===== config.mk =====
export PLATFORM = sky130hd
export DESIGN_NAME = wlzom_ctrl
export DESIGN_NICKNAME = d
export VERILOG_FILES = /design/src/wlzom_pkg.sv /design/src/wlzom_ctrl.sv
export SDC_FILE = /design/constraint.sdc
export NUM_CORES = 1
export LEC_CHECK = 0
export ABC_AREA = 1
export BUFFER_PORTS_ARGS = -buffer_cell sky130_fd_sc_hd__buf_4
export CAP_MARGIN = 20
export CORE_MARGIN = 2
export CORE_UTILIZATION = 30
export CTS_BUF_LIST = sky130_fd_sc_hd__clkbuf_8
export CTS_CLUSTER_DIAMETER = 50
export DETAILED_ROUTE_END_ITERATION = 16
export HOLD_SLACK_MARGIN = 0.1
export PLACE_DENSITY = 0.61
export SYNTH_ARGS = -nofsm -noshare
export SYNTH_HDL_FRONTEND = slang
export SYNTH_SLANG_ARGS = --single-unit

===== constraint.sdc =====
create_clock -name clock -period 3.3 [get_ports clock]
set_input_delay 0.165 -clock clock [delete_from_list [all_inputs] [get_ports clock]]
set_output_delay 0.165 -clock clock [all_outputs]
set_load 0.03 [all_outputs]

===== src/wlzom_pkg.sv =====
`timescale 1ns / 1ps

package wlzom_pkg;

   localparam int NUM_LAYERS_DEF = 256;
   localparam int ID_BITS        = 8;
   localparam int LEVEL_BITS     = 10;
   localparam int COORD_BITS     = 12;
   localparam int REQ_DATA_BITS  = 80;
   localparam int RSP_DATA_BITS  = 80;

   localparam logic [2:0] OP_ALLOC  = 3'd0;
   localparam logic [2:0] OP_SIZE   = 3'd1;
   localparam logic [2:0] OP_HEIGHT = 3'd2;
   localparam logic [2:0] OP_MOVE   = 3'd3;
   localparam logic [2:0] OP_FREE   = 3'd4;

   localparam logic [1:0] KIND_REPLY  = 2'd0;
   localparam logic [1:0] KIND_MAP    = 2'd1;
   localparam logic [1:0] KIND_REDRAW = 2'd2;

   localparam logic CSR_SCREEN_W = 1'b0;
   localparam logic CSR_SCREEN_H = 1'b1;

   localparam logic [COORD_BITS-1:0] SCREEN_W_RST = 12'd320;
   localparam logic [COORD_BITS-1:0] SCREEN_H_RST = 12'd200;

   typedef enum logic [1:0] {
      PLAN_REPLY = 2'd0,
      PLAN_MOVE  = 2'd1,
      PLAN_SHIFT = 2'd2
   } plan_type;

   typedef struct packed {
      logic capture;
      logic load;
      logic scan;
      logic shift_rd;
      logic shift_wr;
      logic final_wr;
      logic emit;
      logic reply;
   } cmd_type;

   typedef struct packed {
      logic     req_alloc;
      plan_type plan;
      logic     scan_hit;
      logic     scan_end;
      logic     shift_done;
      logic     emit_last;
      logic     out_free;
   } status_type;

endpackage


===== src/wlzom_ctrl.sv =====
`timescale 1ns / 1ps

module wlzom_ctrl (
   input  logic                   clock,
   input  logic                   reset,
   input  logic                   req_tvalid,
   output logic                   req_tready,
   output wlzom_pkg::cmd_type     cmd,
   input  wlzom_pkg::status_type  st
);
   import wlzom_pkg::*;

   typedef enum logic [7:0] {
      S_IDLE     = 8'b0000_0001,
      S_LOAD     = 8'b0000_0010,
      S_SCAN     = 8'b0000_0100,
      S_SHIFT_RD = 8'b0000_1000,
      S_SHIFT_WR = 8'b0001_0000,
      S_FINAL    = 8'b0010_0000,
      S_EMIT     = 8'b0100_0000,
      S_REPLY    = 8'b1000_0000
   } state_type;

   state_type state_ff, state_in;

   assign req_tready = (state_ff == S_IDLE);

   always_comb begin
      state_in = state_ff;
      cmd      = '0;
      unique case (state_ff)
         S_IDLE: begin
            if (req_tvalid) begin
               cmd.capture = 1'b1;
               state_in    = st.req_alloc ? S_SCAN : S_LOAD;
            end
         end
         S_LOAD: begin
            cmd.load = 1'b1;
            case (st.plan)
               PLAN_MOVE:  state_in = S_EMIT;
               PLAN_SHIFT: state_in = S_SHIFT_RD;
               default:    state_in = S_REPLY;
            endcase
         end
         S_SCAN: begin
            cmd.scan = 1'b1;
            if (st.scan_hit || st.scan_end) state_in = S_REPLY;
         end
         S_SHIFT_RD: begin
            if (st.shift_done) begin
               state_in = S_FINAL;
            end else begin
               cmd.shift_rd = 1'b1;
               state_in     = S_SHIFT_WR;
            end
         end
         S_SHIFT_WR: begin
            cmd.shift_wr = 1'b1;
            state_in     = S_SHIFT_RD;
         end
         S_FINAL: begin
            cmd.final_wr = 1'b1;
            state_in     = S_EMIT;
         end
         S_EMIT: begin
            if (st.out_free) begin
               cmd.emit = 1'b1;
               if (st.emit_last) state_in = S_IDLE;
            end
         end
         S_REPLY: begin
            if (st.out_free) begin
               cmd.reply = 1'b1;
               state_in  = S_IDLE;
            end
         end
         default: state_in = S_IDLE;
      endcase
   end

   always_ff @(posedge clock) begin
      if (reset) state_ff <= S_IDLE;
      else       state_ff <= state_in;
   end

endmodule


==> impl_metrics.csv, run 1 <==
group,metric,value,unit
synth,synth.area.top_cells,"dfxtp_1, inv_1, nand3_1, nand2_1, nor2_1",
clocking,cts.clk_slew.worst_paths,40,ps
worst_setup_path,crit_fanout,6,
place,place.detailed.instances,150,
status,status,"finished, final reports clean",
detailed_routing,vias_per_cell,4.425,
worst_setup_path,critPathLaunch,"state_ff[6]",
detailed_routing,drt_first_pass_iters,4,
detailed_routing,wl,1428,um
synth,netlist_instances,104,
floorplan,die_w,51.33,um
timing,fin_hold_ws,111.5,ps
synth,synth_top_area_share,23.84,%
floorplan,core,2170,um2
clocking,insertion_delay,230,ps
finish,top_register,"state_ff",
place,port_buffers,19,
floorplan,io_pins,20,
finish,top_regs,"state_ff x8",
worst_setup_path,path_common_cell,"nor2_4",
clocking,ctsResizeCount,0,
worst_setup_path,r2r_cells,9,
synth,synth_area_leader_cell,"dfxtp_1",
worst_setup_path,start_kind,"flop",
clocking,htreeDepth,1,
place,hpwl,1251,um
power,ir_worst_vdd,0.0003660,V
worst_hold_path,holdCritPathClass,"primary input to flop",
worst_setup_path,crit_type,"flop to output pin",
detailed_routing,drt_iter0_markers,10,
detailed_routing,num_vias,677,
detailed_routing,drcViolationCount,0,
timing,rsz0062_at_grt,"false",
timing,setup_viol,0,
grt,antenna_found_initial,0,
synth,syn_nets,117,
synth,syn_avg_cell_area,6.461,um2
timing,fmax,0.6564,GHz
power,power.density,681.8,nW/um2
finish,areaGrowthSynthToFinish,31.47,%
detailed_routing,postRouteAntennaNets,0,
synth,ys.flop_type,"dfxtp_1",
worst_setup_path,cpPeakStageDelay,330,ps
synth,synth.cell_area,671.9,um2
worst_setup_path,worstPathArrival,1360,ps
clocking,cts_tree,"yes",
clocking,postCtsHoldBufs,0,
synth,yosys_warnings,0,
timing,drv_slew,0,
detailed_routing,wl_per_cell,9.333,um
timing,fin_crit_sh,46.16,%
synth,synth_seq_area_share,23.84,%
worst_setup_path,end_kind,"output pin",
place,place_congestion,0.7437,
synth,async_flop_share,0,%
clocking,cts-root-buf,"clkbuf_8",
timing,worst_pin_slew,263.9,ps
clocking,cts_setup_buffers,0,
job,cap_violations,0,
floorplan,std_cell_rows,17,
worst_setup_path,critPathTopFamily,"simple AND/OR/NAND/NOR gates",
worst_setup_path,r2r_start,"state_ff[0]",
synth,synth_commonest_cells,"inv_1, nand2_1, nor2_1",
synth,synth-edff-count,0,
clocking,max-clock-path-buffers,2,
synth,ys_ff_latch,8,
grt,grt_max_degree,8,
synth,yosysMostFrequentCell,"inv_1",
finish,antennaDiodeCount,0,
synth,synth_cell_types,18,
timing,relSlewSlack,82.34,%
worst_setup_path,crit_required,3130,ps
worst_setup_path,r2r-end,"state_ff[7]",
finish,layout-drive-gt1-share,39.20,%
worst_setup_path,setup.worst_path.end,"cmd[4]",
timing,min_period,1523,ps
grt,grt_pass1_vias,613,
worst_setup_path,slowest_stage,"dfxtp_1",
power,p_total,0.6023,mW
power,p_leak,0.4557,nW
finish,fin_util,40.72,%
grt,gr-total-overflow,0,
worst_setup_path,r2r_slack,2000,ps
floorplan,fp.dieH,51.33,um
worst_setup_path,cp_cell_sequence,"nor2_4 -> nand2_4 -> or2_4 -> nor2_4 -> buf_4",
clocking,clock_sinks,8,
floorplan,start_util,30.97,%
timing,finalHoldViolations,0,
floorplan,die-area,2634,um2
timing,fin_setup_tns,0,ps
timing,skew,1.202,ps
finish,stdcell_count,153,
grt,track_usage,12.22,%
clocking,numCtsBuffers,3,
worst_setup_path,crit_cells,5,
grt,grt_pass1_wl,2421,um
worst_setup_path,critPathBufInv,1,
finish,largest_register_ffs,8,
finish,nets,140,
[report_power, final]
part | switching, mW | total (mW) | leakage [nW] | internal, mW
sequential | 0.0190 | 0.135 | 0.0652 | 0.116
clock | 0.0340 | 0.113 | 0.0216 | 0.0786
combinational | 0.232 | 0.355 | 0.369 | 0.123
[kinds of logic (layout without fill, tap and decap cells)]
family | Yosys count | in the layout | synth area share [%]
and+or+nand+nor | 65 | 65 | 54.75
adders and majority gates | 2 | 2 | 3.724
DFF | 8 | 8 | 23.84
buffers and inverters | 24 | 45 | 13.97
AOI/OAI and AO/OA | 5 | 5 | 3.724
[metal layers]
layer,GRT usage [%],part of all wire (%),vias to the layer above
li1,-,-,360
met1,14.23,47,290
met2,21.43,45,23
met3,0.8772,6.0,4
met4,7.895,1.6,0
met5,0,0,-
[per-stage QoR]
stage	instance area, um2	worst slack, ps
6_report	883.3	1777
5_1_grt	883.3	1717
4_1_cts	883.3	1768
3_5_place_dp	842.1	2009
3_3_place_gp	842.1	2039
2_1_floorplan	671.9	1820
[layout by cell type (no fill, tap or decap)]
master / Yosys / layout
buf_4: 1 / 19
inv_1: 17 / 17
nand2_1: 15 / 15
nor2_1: 14 / 14
nand3_1: 12 / 12
dfxtp_1: 8 / 8
nor2_2: 7 / 7
inv_2: 6 / 6
nand2_2: 5 / 5
a21oi_1: 5 / 5
nor2_4: 4 / 4
clkbuf_8: 0 / 3
nand3_2: 2 / 2
nand4_1: 2 / 2
ha_1: 2 / 2
nand2_4: 1 / 1
or2_4: 1 / 1
nor2_8: 1 / 1
nor4_1: 1 / 1
[how the worst min path moves through the flow]
| stage | from | endpoint | slack, ps | depth (start not counted) |
|---|---|---|---|---|
| 2_1_floorplan | reset | state_ff[2] | 230 | 1 |
| 5_1_grt | st[7] | state_ff[1] | 110 | 2 |
| 6_report | st[7] | state_ff[1] | 110 | 2 |
| 3_5_place_dp | st[7] | state_ff[1] | 350 | 2 |
| 4_1_cts | st[7] | state_ff[1] | 110 | 2 |
| 3_3_place_gp | st[7] | state_ff[1] | 350 | 2 |
[layout make-up]
type	count	area [um2]
Inverter	23	86.33
Tap cell	28	35.03
Sequential cell	8	160.2
Clock buffer	3	41.29
Fill cell	242	1286
Timing Repair Buffer	19	142.6
Multi-Input combinational cell	72	417.9
[worst register-to-register path, cell delays in order (launching register included)]
cell     delay, ps
dfxtp_1        340
inv_1           70
nor2_1         120
nand2_2        110
nor2_8         130
nand2_2        130
nand3_1        130
nand2_1         80
inv_2           60
nor2_2          30
No activity file was read; power rests on OpenSTA's default activity.
==> inputs of run 2 (changes only) <==
==> constraint.sdc (replaced) <==
create_clock -name clock -period 1.5 [get_ports clock]
set_input_delay 0.075 -clock clock [delete_from_list [all_inputs] [get_ports clock]]
set_output_delay 0.075 -clock clock [all_outputs]
set_load 0.03 [all_outputs]
==> impl_metrics.csv, run 2 (synthesis results as in run 1) <==
group,metric,value,unit
worst_setup_path,end_kind,"output pin",
floorplan,fp.dieH,51.33,um
worst_setup_path,worstPathArrival,1350,ps
place,port_buffers,19,
place,place_congestion,0.7650,
timing,drv_slew,0,
clocking,clock_sinks,8,
detailed_routing,drt_first_pass_iters,4,
timing,worst_pin_slew,270.0,ps
floorplan,start_util,30.97,%
floorplan,std_cell_rows,17,
floorplan,io_pins,20,
worst_setup_path,start_kind,"flop",
detailed_routing,wl_per_cell,9.064,um
finish,nFillCells,237,
clocking,cts_tree,"yes",
job,cap_violations,0,
detailed_routing,drt_iter0_markers,8,
detailed_routing,num_vias,687,
detailed_routing,wl,1414,um
clocking,max-clock-path-buffers,2,
clocking,insertion_delay,220,ps
status,status,"finished, final reports clean",
grt,grt_max_degree,8,
timing,setup_viol,0,
worst_setup_path,r2r_slack,180,ps
power,p_total,1.338,mW
grt,grt_pass1_vias,623,
timing,skew,2.324,ps
power,power.density,1469,nW/um2
finish,final_cell_mix,"buf_4, inv_1, nand2_1, nor2_1, nand3_1",
grt,gr-total-overflow,0,
detailed_routing,vias_per_cell,4.404,
timing,relSlewSlack,81.93,%
clocking,ctsResizeCount,0,
clocking,numCtsBuffers,3,
timing,fmax,0.7006,GHz
finish,areaGrowthSynthToFinish,35.57,%
clocking,htreeDepth,1,
timing,finalHoldViolations,0,
worst_setup_path,crit_fanout,6,
finish,largest_register_ffs,8,
detailed_routing,drcViolationCount,0,
worst_hold_path,holdCritPathClass,"primary input to flop",
power,p_leak,0.4684,nW
finish,top_regs,"state_ff x8",
timing,fin_setup_tns,0,ps
finish,antennaDiodeCount,0,
power,ir_worst_vdd,0.0006508,V
finish,nets,143,
floorplan,die-area,2634,um2
timing,timing.final.ws_setup,72.61,ps
detailed_routing,postRouteAntennaNets,0,
finish,final_common_cell,"buf_4",
timing,min_period,1427,ps
finish,layout-drive-gt1-share,39.06,%
finish,top_register,"state_ff",
place,hpwl,1206,um
worst_setup_path,crit_required,1420,ps
floorplan,die_w,51.33,um
grt,track_usage,12.03,%
grt,antenna_found_initial,0,
clocking,cts-root-buf,"clkbuf_8",
floorplan,core,2170,um2
timing,fin_crit_sh,95.16,%
worst_setup_path,crit_type,"flop to output pin",
grt,grt_pass1_wl,2428,um
clocking,cts.clk_slew.worst_paths,40,ps
place,pre_cts_ws,226.2,ps
run 2: final timing paths:
kind	endpoint	cells after the start	start
worst max register to register	state_ff[0]	9	state_ff[7]
worst max-delay path	cmd[4]	5	state_ff[7]
worst min-delay path	state_ff[4]	4	st[2]
worst min register to register	state_ff[6]	4	state_ff[6]
run 2: report_power, final:
part	leakage, nW	switching, mW	internal, mW	total [mW]
registers	0.0652	0.0404	0.254	0.294
logic	0.382	0.508	0.292	0.800
clock network	0.0216	0.0709	0.173	0.243
run 2: layer usage:
| metal | routed length (um) | track usage (%) | vias up | share of wire (%) |
|---|---|---|---|---|
| met5 | 0 | 0 | - | 0 |
| met4 | 34 | 6.579 | 0 | 2.4 |
| met3 | 90 | 0 | 4 | 6.4 |
| met2 | 634 | 20.56 | 29 | 45 |
| met1 | 654 | 15.45 | 290 | 46 |
| li1 | - | - | 364 | - |
run 2: critical path, stage by stage (launching register included):
cell	delay [ps]
dfxtp_1	330
nor2_4	160
nand2_4	110
or2_4	290
nor2_4	80
buf_4	160
run 2: timing repair:
| item | in CTS | in global routing |
|---|---|---|
| hold buffers | 2 | 0 |
| hold endpoints to repair | 3 | 0 |
| setup buffers | 0 | 1 |
| setup endpoints to repair | 0 | 1 |
run 2: stage by stage:
stage               std cells  hold slack, ps  util [%]  area [um2]
finish                    156           155.4     41.98       910.9
global route              156           169.8     41.98       910.9
CTS                       155           161.2     41.64       903.4
detailed placement        150           254.6     38.81       842.1
global placement          150           252.0     38.81       842.1
floorplan                 104           144.1         -       671.9
run 2: cell type report:
type / count / area, um2 / area share [%]
tap: 28 / 35.03 / 3.846
inverter: 23 / 86.33 / 9.478
clock buffer: 3 / 41.29 / 4.533
multi-input combinational: 72 / 417.9 / 45.88
timing repair buffer: 22 / 170.2 / 18.68
sequential: 8 / 160.2 / 17.58
